## src/sv/adsr_pkg.sv

```systemverilog
`timescale 1ns / 1ps
`default_nettype none

package adsr_pkg;

  localparam int GainFracBits = 30;
  localparam int GainW        = GainFracBits + 1;
  localparam int StepW        = GainW + 1;
  localparam int SampleW      = 16;
  localparam int ProdW        = SampleW + StepW;
  localparam int LenW         = 20;
  localparam int SusW         = 17;
  localparam int SusFracBits  = 16;
  localparam int LeftW        = 31;
  localparam int CntW         = $clog2(GainW + 1);
  localparam int CfgIdxW      = 2;
  localparam int SampleMax    = 32767;
  localparam int SampleMin    = -32768;

  localparam logic [LeftW-1:0] HoldCount = LeftW'(1) << 30;
  localparam logic [GainW-1:0] UnityGain = GainW'(1) << GainFracBits;
  localparam logic [SusW-1:0]  SusUnity  = SusW'(1) << SusFracBits;

  typedef enum logic [1:0] {
    OpSample  = 2'd0,
    OpTick    = 2'd1,
    OpNoteOn  = 2'd2,
    OpNoteOff = 2'd3
  } op_e;

  typedef enum logic [CfgIdxW-1:0] {
    CfgAttack  = 2'd0,
    CfgDecay   = 2'd1,
    CfgRelease = 2'd2,
    CfgSustain = 2'd3
  } cfg_idx_e;

  typedef enum logic [1:0] {
    TgtZero    = 2'd0,
    TgtUnity   = 2'd1,
    TgtSustain = 2'd2
  } tgt_e;

  typedef enum logic [1:0] {
    LenAttack  = 2'd0,
    LenDecay   = 2'd1,
    LenRelease = 2'd2
  } len_e;

  typedef struct packed {
    logic cap;
    logic mul;
    logic out_ld;
    logic out_zero;
    logic adv;
    logic seg_start;
    tgt_e tgt;
    len_e seg_len;
    logic div_step;
    logic div_fin;
    logic sus_enter;
    logic hold;
    logic clr;
  } cmd_t;

  typedef struct packed {
    logic out_free;
    logic left_zero;
    logic div_done;
  } sts_t;

endpackage

`default_nettype wire

```

## src/sv/adsr_ctrl.sv

```systemverilog
`timescale 1ns / 1ps
`default_nettype none

module adsr_ctrl
  import adsr_pkg::*;
(
  input  wire logic       clk_i,
  input  wire logic       rst_ni,
  input  wire logic       s_valid_i,
  input  wire logic [1:0] op_i,
  output logic            s_ready_o,
  output cmd_t            cmd_o,
  input  wire sts_t       sts_i
);

  typedef enum logic [5:0] {
    StIdle = 6'b000001,
    StMul  = 6'b000010,
    StOut  = 6'b000100,
    StAdv  = 6'b001000,
    StEnd  = 6'b010000,
    StDiv  = 6'b100000
  } state_e;

  typedef enum logic [4:0] {
    PhIdle    = 5'b00001,
    PhAttack  = 5'b00010,
    PhDecay   = 5'b00100,
    PhSustain = 5'b01000,
    PhRelease = 5'b10000
  } phase_e;

  state_e state_q, state_d;
  phase_e phase_q, phase_d;
  logic   env_idle;

  assign env_idle  = (phase_q == PhIdle);
  assign s_ready_o = (state_q == StIdle);

  always_comb begin
    state_d = state_q;
    phase_d = phase_q;
    cmd_o   = '0;
    unique case (state_q)
      StIdle: begin
        if (s_valid_i) begin
          unique case (op_e'(op_i))
            OpSample: begin
              cmd_o.cap = 1'b1;
              state_d   = env_idle ? StOut : StMul;
            end
            OpTick: begin
              if (!env_idle) state_d = StAdv;
            end
            OpNoteOn: begin
              phase_d         = PhAttack;
              cmd_o.seg_start = 1'b1;
              cmd_o.tgt       = TgtUnity;
              cmd_o.seg_len   = LenAttack;
              state_d         = StDiv;
            end
            OpNoteOff: begin
              if (!env_idle) begin
                phase_d         = PhRelease;
                cmd_o.seg_start = 1'b1;
                cmd_o.tgt       = TgtZero;
                cmd_o.seg_len   = LenRelease;
                state_d         = StDiv;
              end
            end
            default: ;
          endcase
        end
      end
      StMul: begin
        cmd_o.mul = 1'b1;
        state_d   = StOut;
      end
      StOut: begin
        if (sts_i.out_free) begin
          cmd_o.out_ld   = 1'b1;
          cmd_o.out_zero = env_idle;
          state_d        = env_idle ? StIdle : StAdv;
        end
      end
      StAdv: begin
        cmd_o.adv = 1'b1;
        state_d   = StEnd;
      end
      StEnd: begin
        state_d = StIdle;
        if (sts_i.left_zero) begin
          unique case (phase_q)
            PhAttack: begin
              phase_d         = PhDecay;
              cmd_o.seg_start = 1'b1;
              cmd_o.tgt       = TgtSustain;
              cmd_o.seg_len   = LenDecay;
              state_d         = StDiv;
            end
            PhDecay: begin
              phase_d         = PhSustain;
              cmd_o.sus_enter = 1'b1;
            end
            PhRelease: begin
              phase_d   = PhIdle;
              cmd_o.clr = 1'b1;
            end
            default: cmd_o.hold = 1'b1;
          endcase
        end
      end
      StDiv: begin
        if (sts_i.div_done) begin
          cmd_o.div_fin = 1'b1;
          state_d       = StIdle;
        end else begin
          cmd_o.div_step = 1'b1;
        end
      end
      default: state_d = StIdle;
    endcase
  end

  always_ff @(posedge clk_i or negedge rst_ni) begin
    if (!rst_ni) begin
      state_q <= StIdle;
      phase_q <= PhIdle;
    end else begin
      state_q <= state_d;
      phase_q <= phase_d;
    end
  end

endmodule

`default_nettype wire

```

## src/sv/adsr_dp.sv

```systemverilog
`timescale 1ns / 1ps
`default_nettype none

module adsr_dp
  import adsr_pkg::*;
(
  input  wire logic                      clk_i,
  input  wire logic                      rst_ni,
  input  wire logic                      cfg_we_i,
  input  wire logic [CfgIdxW-1:0]        cfg_idx_i,
  input  wire logic [LenW-1:0]           cfg_data_i,
  input  wire logic signed [SampleW-1:0] sample_i,
  input  wire cmd_t                      cmd_i,
  output sts_t                           sts_o,
  output logic                           m_valid_o,
  input  wire logic                      m_ready_i,
  output logic signed [SampleW-1:0]      m_data_o
);

  logic [LenW-1:0] attack_q, decay_q, release_q;
  logic [SusW-1:0] sus_q;

  logic [GainW-1:0]        gain_q, gain_d;
  logic signed [StepW-1:0] step_q, step_d;
  logic [LeftW-1:0]        left_q, left_d;

  logic signed [SampleW-1:0] samp_q;
  logic signed [ProdW-1:0]   prod_q;
  logic                      out_valid_q;
  logic signed [SampleW-1:0] out_q;

  logic [LenW-1:0]  rem_q, rem_d, div_q;
  logic [GainW-1:0] quo_q, quo_d;
  logic             neg_q;
  logic [CntW-1:0]  cnt_q, cnt_d;

  logic [SusW-1:0]         sus_clamp;
  logic [GainW-1:0]        sus_level, tgt_val;
  logic [LenW-1:0]         len_raw, len_n;
  logic signed [StepW-1:0] diff;
  logic [StepW-1:0]        diff_mag;
  logic signed [StepW:0]   gain_sum;
  logic [LenW:0]           rem_sh;
  logic                    ge;
  logic signed [ProdW-1:0] bias, biased, shifted;
  logic signed [SampleW-1:0] sat;

  // config registers
  always_ff @(posedge clk_i or negedge rst_ni) begin
    if (!rst_ni) begin
      attack_q  <= LenW'(463);
      decay_q   <= LenW'(1544);
      release_q <= LenW'(13230);
      sus_q     <= SusW'(32768);
    end else if (cfg_we_i) begin
      unique case (cfg_idx_e'(cfg_idx_i))
        CfgAttack:  attack_q  <= cfg_data_i;
        CfgDecay:   decay_q   <= cfg_data_i;
        CfgRelease: release_q <= cfg_data_i;
        CfgSustain: sus_q     <= cfg_data_i[SusW-1:0];
        default: ;
      endcase
    end
  end

  assign sus_clamp = (sus_q > SusUnity) ? SusUnity : sus_q;
  assign sus_level = GainW'(sus_clamp) << (GainFracBits - SusFracBits);

  always_comb begin
    case (cmd_i.tgt)
      TgtUnity:   tgt_val = UnityGain;
      TgtSustain: tgt_val = sus_level;
      default:    tgt_val = '0;
    endcase
    case (cmd_i.seg_len)
      LenAttack: len_raw = attack_q;
      LenDecay:  len_raw = decay_q;
      default:   len_raw = release_q;
    endcase
  end

  assign len_n    = (len_raw == '0) ? LenW'(1) : len_raw;
  assign diff     = $signed({1'b0, tgt_val}) - $signed({1'b0, gain_q});
  assign diff_mag = diff[StepW-1] ? StepW'(-diff) : StepW'(diff);
  assign gain_sum = $signed({2'b00, gain_q}) + $signed({step_q[StepW-1], step_q});

  // restoring divide, one quotient bit a cycle
  assign rem_sh = {rem_q, quo_q[GainW-1]};
  assign ge     = (rem_sh >= {1'b0, div_q});

  always_comb begin
    gain_d = gain_q;
    step_d = step_q;
    left_d = left_q;
    rem_d  = rem_q;
    quo_d  = quo_q;
    cnt_d  = cnt_q;
    if (cmd_i.adv) begin
      gain_d = gain_sum[StepW] ? '0 : gain_sum[GainW-1:0];
      if (left_q != '0) left_d = left_q - LeftW'(1);
    end
    if (cmd_i.seg_start) begin
      left_d = LeftW'(len_n);
      rem_d  = '0;
      quo_d  = diff_mag[GainW-1:0];
      cnt_d  = CntW'(GainW);
    end
    if (cmd_i.div_step) begin
      rem_d = ge ? LenW'(rem_sh - {1'b0, div_q}) : rem_sh[LenW-1:0];
      quo_d = {quo_q[GainW-2:0], ge};
      cnt_d = cnt_q - CntW'(1);
    end
    if (cmd_i.div_fin) begin
      step_d = neg_q ? -$signed({1'b0, quo_q}) : $signed({1'b0, quo_q});
    end
    if (cmd_i.sus_enter) begin
      gain_d = sus_level;
      step_d = '0;
      left_d = HoldCount;
    end
    if (cmd_i.hold) begin
      step_d = '0;
      left_d = HoldCount;
    end
    if (cmd_i.clr) begin
      gain_d = '0;
      step_d = '0;
      left_d = '0;
    end
  end

  always_ff @(posedge clk_i or negedge rst_ni) begin
    if (!rst_ni) begin
      gain_q <= '0;
      step_q <= '0;
      left_q <= '0;
      cnt_q  <= '0;
    end else begin
      gain_q <= gain_d;
      step_q <= step_d;
      left_q <= left_d;
      cnt_q  <= cnt_d;
    end
  end

  always_ff @(posedge clk_i) begin
    rem_q <= rem_d;
    quo_q <= quo_d;
    if (cmd_i.seg_start) begin
      div_q <= len_n;
      neg_q <= diff[StepW-1];
    end
    if (cmd_i.cap) samp_q <= sample_i;
    if (cmd_i.mul) prod_q <= samp_q * $signed({1'b0, gain_q});
  end

  // truncate toward zero, then saturate
  assign bias    = prod_q[ProdW-1] ? ProdW'((64'sd1 <<< GainFracBits) - 64'sd1) : '0;
  assign biased  = prod_q + bias;
  assign shifted = biased >>> GainFracBits;

  always_comb begin
    if (shifted > ProdW'(SampleMax)) begin
      sat = SampleW'(SampleMax);
    end else if (shifted < ProdW'(SampleMin)) begin
      sat = SampleW'(SampleMin);
    end else begin
      sat = shifted[SampleW-1:0];
    end
  end

  always_ff @(posedge clk_i or negedge rst_ni) begin
    if (!rst_ni) begin
      out_valid_q <= 1'b0;
    end else if (cmd_i.out_ld) begin
      out_valid_q <= 1'b1;
    end else if (m_ready_i) begin
      out_valid_q <= 1'b0;
    end
  end

  always_ff @(posedge clk_i) begin
    if (cmd_i.out_ld) out_q <= cmd_i.out_zero ? '0 : sat;
  end

  assign m_valid_o       = out_valid_q;
  assign m_data_o        = out_q;
  assign sts_o.out_free  = !out_valid_q || m_ready_i;
  assign sts_o.left_zero = (left_q == '0);
  assign sts_o.div_done  = (cnt_q == '0);

endmodule

`default_nettype wire

```

## src/sv/adsr_envelope_gain_top.sv

```systemverilog
`timescale 1ns / 1ps
`default_nettype none

// Linear ADSR envelope applied to a signed 16-bit audio stream. Each input word
// carries an op in tuser (sample, silent tick, note on, note off) and a sample in
// tdata; only audio samples produce an output word, the sample times the Q1.30
// gain, truncated toward zero and saturated (zero while the envelope is idle).
// A sample passes capture, multiply, output load (held until the output register
// is free), gain update and segment-end check before the next ready; only capture
// and output load while the envelope is idle. A note on, a note off, or a sample
// or tick ending the attack segment also runs the serial ramp-step divider, one
// quotient bit per cycle. The output register lets the next word be accepted
// while a result waits on the master side. Ramp lengths and the sustain level are
// to be written through the cfg port only while idle; the block does not check it.

module adsr_envelope_gain_top
  import adsr_pkg::*;
(
  input  wire logic               clk_i,
  input  wire logic               rst_ni,
  input  wire logic               cfg_we_i,
  input  wire logic [CfgIdxW-1:0] cfg_idx_i,
  input  wire logic [LenW-1:0]    cfg_data_i,
  input  wire logic               s_axis_tvalid_i,
  output logic                    s_axis_tready_o,
  input  wire logic [15:0]        s_axis_tdata_i,  // sample_in
  input  wire logic [1:0]         s_axis_tuser_i,  // op
  output logic                    m_axis_tvalid_o,
  input  wire logic               m_axis_tready_i,
  output logic [15:0]             m_axis_tdata_o   // sample_out
);

  cmd_t cmd;
  sts_t sts;
  logic signed [SampleW-1:0] out_data;

  adsr_ctrl u_ctrl (
    .clk_i     (clk_i),
    .rst_ni    (rst_ni),
    .s_valid_i (s_axis_tvalid_i),
    .op_i      (s_axis_tuser_i),
    .s_ready_o (s_axis_tready_o),
    .cmd_o     (cmd),
    .sts_i     (sts)
  );

  adsr_dp u_dp (
    .clk_i      (clk_i),
    .rst_ni     (rst_ni),
    .cfg_we_i   (cfg_we_i),
    .cfg_idx_i  (cfg_idx_i),
    .cfg_data_i (cfg_data_i),
    .sample_i   ($signed(s_axis_tdata_i)),
    .cmd_i      (cmd),
    .sts_o      (sts),
    .m_valid_o  (m_axis_tvalid_o),
    .m_ready_i  (m_axis_tready_i),
    .m_data_o   (out_data)
  );

  assign m_axis_tdata_o = out_data;

endmodule

`default_nettype wire

```

## config.mk

```make
export PLATFORM = sky130hd
export DESIGN_NAME = adsr_envelope_gain_top
export DESIGN_NICKNAME = d
export VERILOG_FILES = /design/src/sv/adsr_pkg.sv /design/src/sv/adsr_ctrl.sv /design/src/sv/adsr_dp.sv /design/src/sv/adsr_envelope_gain_top.sv
export SDC_FILE = /design/constraint.sdc
export NUM_CORES = 2
export LEC_CHECK = 0
export ABC_CLOCK_PERIOD_IN_PS = 14800
export BUFFER_PORTS_ARGS = -buffer_cell sky130_fd_sc_hd__clkbuf_2
export CAP_MARGIN = 0
export CORE_UTILIZATION = 30
export CTS_BUF_LIST = sky130_fd_sc_hd__clkbuf_4 sky130_fd_sc_hd__clkbuf_8
export CTS_CLUSTER_SIZE = 28
export DETAILED_ROUTE_END_ITERATION = 12
export PLACE_DENSITY = 0.51
export SKIP_LAST_GASP = 1
export SYNTH_ARGS = -nofsm -noshare
export SYNTH_HDL_FRONTEND = slang
export SYNTH_HIERARCHICAL = 1
export SYNTH_SLANG_ARGS = --single-unit
```

## constraint.sdc

```tcl
create_clock -name clk_i -period 14.8 [get_ports clk_i]
set_input_delay 2.96 -clock clk_i [delete_from_list [all_inputs] [get_ports clk_i]]
set_output_delay 2.96 -clock clk_i [all_outputs]
set_load 0.1 [all_outputs]
```

Yosys cells after proc, flatten, opt, wreduce, memory -nomap -nowiden
Cells that the tools add are included.
Widths: inputs -> output; s select.
Operators by class
  muxes and demuxes: 70
  reduce and logical (&&, ||, !) cells: 25
  order comparisons: 4
  multiply operators: 1
  eq/ne operators: 27
  add/sub/neg operators: 8
Operators by type and width (number)
  $mux 31: 13
  $mux 32: 5
  $mux 20: 4
  $pmux 31 s2: 1
  $add 48x31->48: 1
  $mul 16x32->48: 1
  $mux 5: 9
  $mux 6: 7
  $pmux 20 s2: 1
  $pmux 5 s2: 4
  $pmux 6 s6: 1
  $add 32x32->33: 1
  $neg 31->32: 1
  $sub 31x31->32: 1
  $logic_not 31->1: 1
  $neg 31->31: 1
  $reduce_bool 31->1: 1
  $sub 31x1->31 const B: 1
  $mux 30: 1
  $pmux 6 s4: 1
  $ge 21x20->1: 1
  $logic_not 20->1: 1
  $sub 20x20->20: 1
  $gt 18x16->1 const B: 1
  40 further kinds: 75
Word-level totals
  flip-flop bits (word level): 340
  input port bits: 45
  word-level logic and storage cells: 154
  output and inout port bits: 18

Depth between registers and ports, before layout
  depth after elaboration: 13
  depth in mapped cells: 26
  depth with buffers taken out: 24

By module
The synthesis kept the hierarchy.
By module, submodules not included
  adsr_dp: times used 1, area each 35683.0 sq um, cells an instance 3804, sequential area each 9018.6 sq um
  adsr_ctrl: times used 1, area each 833.3 sq um, cells an instance 95, sequential area each 277.8 sq um

Least setup slack after synthesis
No wires, ideal clock.
  path kind: flip-flop to flip-flop
  start: register u_dp.gain_q[10]
  end: register u_dp.prod_q[38] (data pin)
  path slack: 7581 ps
  setup time: 272 ps
  path buffers: 3
  clock period less this slack: 7219 ps
  required time: 14528 ps
  cell stages (with the launch flop): 25
  data arrival time: 6947 ps
  cells stage by stage: dfrtp_1 > clkbuf_1 > clkbuf_1 > clkbuf_1 > nand2_1 > fa_1 > fa_1 > fa_1 > inv_1 > fa_1 > fa_1 > inv_1 > fa_1 > inv_1 > ha_1 > a21o_1 > a21oi_1 > nor2_1 > a211o_1 > a2111oi_0 > nor2_1 > o21ai_0 > o211ai_1 > and4b_1 > or4_1
Between the ends
  word-level cells in the longest chain between the ends: 1
RTL lines
  start: declaration: RTL line adsr_dp.sv:23  | logic [GainW-1:0] gain_q, gain_d;
  start signal: assignment: RTL line adsr_dp.sv:139  | gain_q <= gain_d;
  $mul 16x32->48: RTL line adsr_dp.sv:154  | if (cmd_i.mul) prod_q <= samp_q * $signed({1'b0, gain_q});
  end signal: assignment: RTL line adsr_dp.sv:154
  end: declaration: RTL line adsr_dp.sv:28  | logic signed [ProdW-1:0] prod_q;
Every way passes these cells.
A chain may end at the register's enable or synchronous reset.

Worst setup path after layout
  start: register u_dp.samp_q[15]
  end: register u_dp.prod_q[38] (data pin)
Between the ends
  word-level cells in the longest chain between the ends: 1
RTL lines
  start: declaration: RTL line adsr_dp.sv:27  | logic signed [SampleW-1:0] samp_q;
  start signal: assignment: RTL line adsr_dp.sv:153  | if (cmd_i.cap) samp_q <= sample_i;
  $mul 16x32->48: RTL line adsr_dp.sv:154
Every way passes these cells.

==> run summary <==
Cells on worst reg2reg path -> 20
R2r endpoint -> u_dp/prod_q[38]
Buffers on Ports -> 62
Synthesized net count -> 4,606
Setup TNS -> 0 ps
Largest net degree at the start of global routing -> 71
Post-CTS setup buffers -> 0
Site Rows -> 127
Final wirelength -> 96.37 mm
Starting Density -> 0.3036
Critical Path Fanout Max -> 19
Post-synthesis sequential area ratio -> 0.2546
CTS max path bufs -> 3
Initial DRC count -> 1,435
First-pass GRT wire length -> 155.5 mm
Final Critical Period -> 8091 ps
Min-delay src -> u_dp/cnt_q[0]
Hold Path Class -> reg2reg
Crit-path cells -> inv_1 -> buf_4 -> nor2_1 -> fa_1 -> fa_1 -> fa_1 -> fa_1 -> fa_1 -> inv_1 -> fa_1 -> inv_1 -> ha_1 -> a21oi_1 -> inv_1 -> a2111oi_0 -> nor2_1 -> o21ai_0 -> o211ai_1 -> and4b_1 -> or4_1
Antenna violations before repair -> 4
Startpoint types -> register
Crit-path max cell delay -> 660 ps
Post-synth EDFFs -> 152
FFs w/ async S/R, synth -> 0.5529
Post_cts resized -> 0
Final Skew -> 70.20 ps
Core area -> 120,300 sq um
Hold Path Sink -> u_dp/cnt_q[0]
Slowest cell on the critical path -> o21ai_0
PnR worst setup slack -> 6709 ps
Vias -> 27,134
CTS root buf -> clkbuf_8
Post-synthesis average cell area -> 9.366 sq um
Final Wtd Congestion -> 0.8479
Die area -> 123,100 sq um
RR Startpoint -> u_dp/samp_q[15]
Status -> finished, final reports clean
Clock sinks -> 340
Final ANT Viol Nets -> 0
Yosys warns -> 6
HPWL Detailed -> 72.16 mm
Final period util -> 0.5467
Max-slew violations -> 0
Final Setup Violations -> 0
Max_cap viols -> 0
CTS H-Tree Depth -> 3
Cts hold-fix bufs -> 0
Leading post-synthesis cells by cell area -> fa_1, edfxtp_1, dfrtp_1
Io pins -> 63
Most frequent cell after synthesis -> inv_1
Vias in the first global route -> 27,390
Commonest cells in the netlist -> inv_1, nand2_1, fa_1, ha_1, and2_1
Pre-CTS setup slack -> 6627 ps
Top cell type's share of synthesized area -> 0.2226
WL/cell -> 17.27 microns
R2r setup slk -> 6710 ps
Critical Path End Type -> register
Yosys reg bits -> 340
CTS clk-pin slew, worst paths -> 60 ps
Setup CP Type -> reg2reg
Cell variety after synth -> 91
Hold-critical path depth -> 1
Share of cells above drive strength 1 -> 0.1019
Total GRT Usage -> 0.1601
DR DRC count -> 0
Layout area overhead -> 10.06%
Post-synth top area cell -> fa_1
Die Span X -> 350.9 microns
Nets@finish -> 4,614
Synth Instances -> 3,899
Clock latency on the worst-skew pair -> 730 ps
Die Ht -> 350.9 microns
Crit path top cell by count -> fa_1
Critical Path AT -> 8530 ps
Worst Path Required -> 15,240 ps
Post-synth design cell area -> 36,520 sq um
RSZ-0062 raised after global routing -> false
Main synth FF type -> dfrtp_1
Total gr overflow -> 0
CTS tree -> built
Achievable Freq -> 123.6 MHz
Final Hold Viols -> 0
Detailed-router iteration count before antenna repair -> 5
Worst slew pin tran -> 1137 ps
Relative slew margins -> 0.2423
Cts bufs inserted -> 70
Avg Vias per Cell -> 4.863
flip-flops by register name (all words and copies together) (netlist names), 6 cells and up:
| name | count |
|---|---|
| u_ctrl/state_q | 6 |
| u_dp/attack_q | 20 |
| u_dp/decay_q | 20 |
| u_dp/div_q | 20 |
| u_dp/gain_q | 31 |
| u_dp/left_q | 31 |
| u_dp/m_data_o | 16 |
| u_dp/prod_q | 48 |
| u_dp/quo_q | 31 |
| u_dp/release_q | 20 |
| u_dp/rem_q | 20 |
| u_dp/samp_q | 16 |
| u_dp/step_q | 32 |
| u_dp/sus_q | 17 |
how the worst max path moves through the flow:
stage                    start              end  slack [ps]  cells past startpoint
2_1_floorplan  u_dp/gain_q[10]  u_dp/prod_q[38]        7580                     24
3_3_place_gp   s_axis_tvalid_i   u_dp/quo_q[12]        6760                     19
3_5_place_dp   s_axis_tvalid_i   u_dp/quo_q[12]        6630                     19
4_1_cts        u_dp/samp_q[15]  u_dp/prod_q[38]        6770                     20
5_1_grt        u_dp/samp_q[15]  u_dp/prod_q[38]        6230                     20
6_report       u_dp/samp_q[15]  u_dp/prod_q[38]        6710                     20
critical path, delay by kind of cell (launching register included):
kind | cells | cell delay, ps
buffers and inverters | 5 | 710
AND/OR/NAND/NOR | 4 | 1100
adder cells (fa/ha/maj) | 7 | 3520
flip-flops | 1 | 650
AO/OA/AOI/OAI | 4 | 1830
cells by family (layout without fill, tap and decap cells):
group / count (synthesis) / after routing / synth area share
XOR/XNOR: 183 / 183 / 0.04389
buffers and inverters: 769 / 834 / 0.07984
adder cells (fa/ha/maj): 662 / 662 / 0.3103
AND/OR/NAND/NOR: 1178 / 1178 / 0.1604
flip-flops: 340 / 340 / 0.2546
other: 0 / 4 / 0
AO/OA/AOI/OAI: 638 / 638 / 0.1127
multiplexers: 129 / 129 / 0.03834
routing by layer:
| metal | global-route usage | part of all wire | up-vias |
|---|---|---|---|
| met4 | 0.04483 | 0.023 | 2 |
| met3 | 0.02269 | 0.044 | 134 |
| met1 | 0.2199 | 0.46 | 13603 |
| met5 | 0 | 0.00013 | - |
| met2 | 0.2612 | 0.47 | 517 |
| li1 | - | - | 12878 |
layout make-up:
class                      instances  area (sq um)
sequential                       340          9296
clock buffer                     108          1343
antenna                            4         10.01
inverter                         581          2181
clock inverter                    21         200.2
fill                           12469         80100
timing repair buffer             124         784.5
tap                             1612          2017
multi-input combinational       2790         24360
placed cells by master (no fill, tap or decap), types with 25 or more instances in the layout:
master      n
a21oi_1   135
a21o_1     74
and2_1    233
nor2_1    197
o21ai_0   174
nor2b_1    30
fa_1      406
nor4_1     25
clkbuf_2   61
dfrtp_1   166
a211oi_1   48
mux2i_1    45
nor3_1     50
nand2_1   429
xor2_1    102
edfxtp_1  152
clkbuf_8   86
ha_1      256
nand4_1    30
inv_1     578
mux2_2     83
buf_4      62
nand3_1    51
xnor2_1    81
per-stage QoR:
stage	utilization	hold WS (ps)	area, sq um	instances
5_1_grt	0.3341	511.5	40190	5579
2_1_floorplan	-	462.4	36520	3899
3_5_place_dp	0.3212	493.0	38640	5447
4_1_cts	0.3340	499.7	40180	5576
3_3_place_gp	0.3212	487.0	38640	5447
6_report	0.3341	497.1	40190	5580
Power is not shown: default switching activity piles up to over one toggle a cycle in this logic, so the estimate is an artifact.
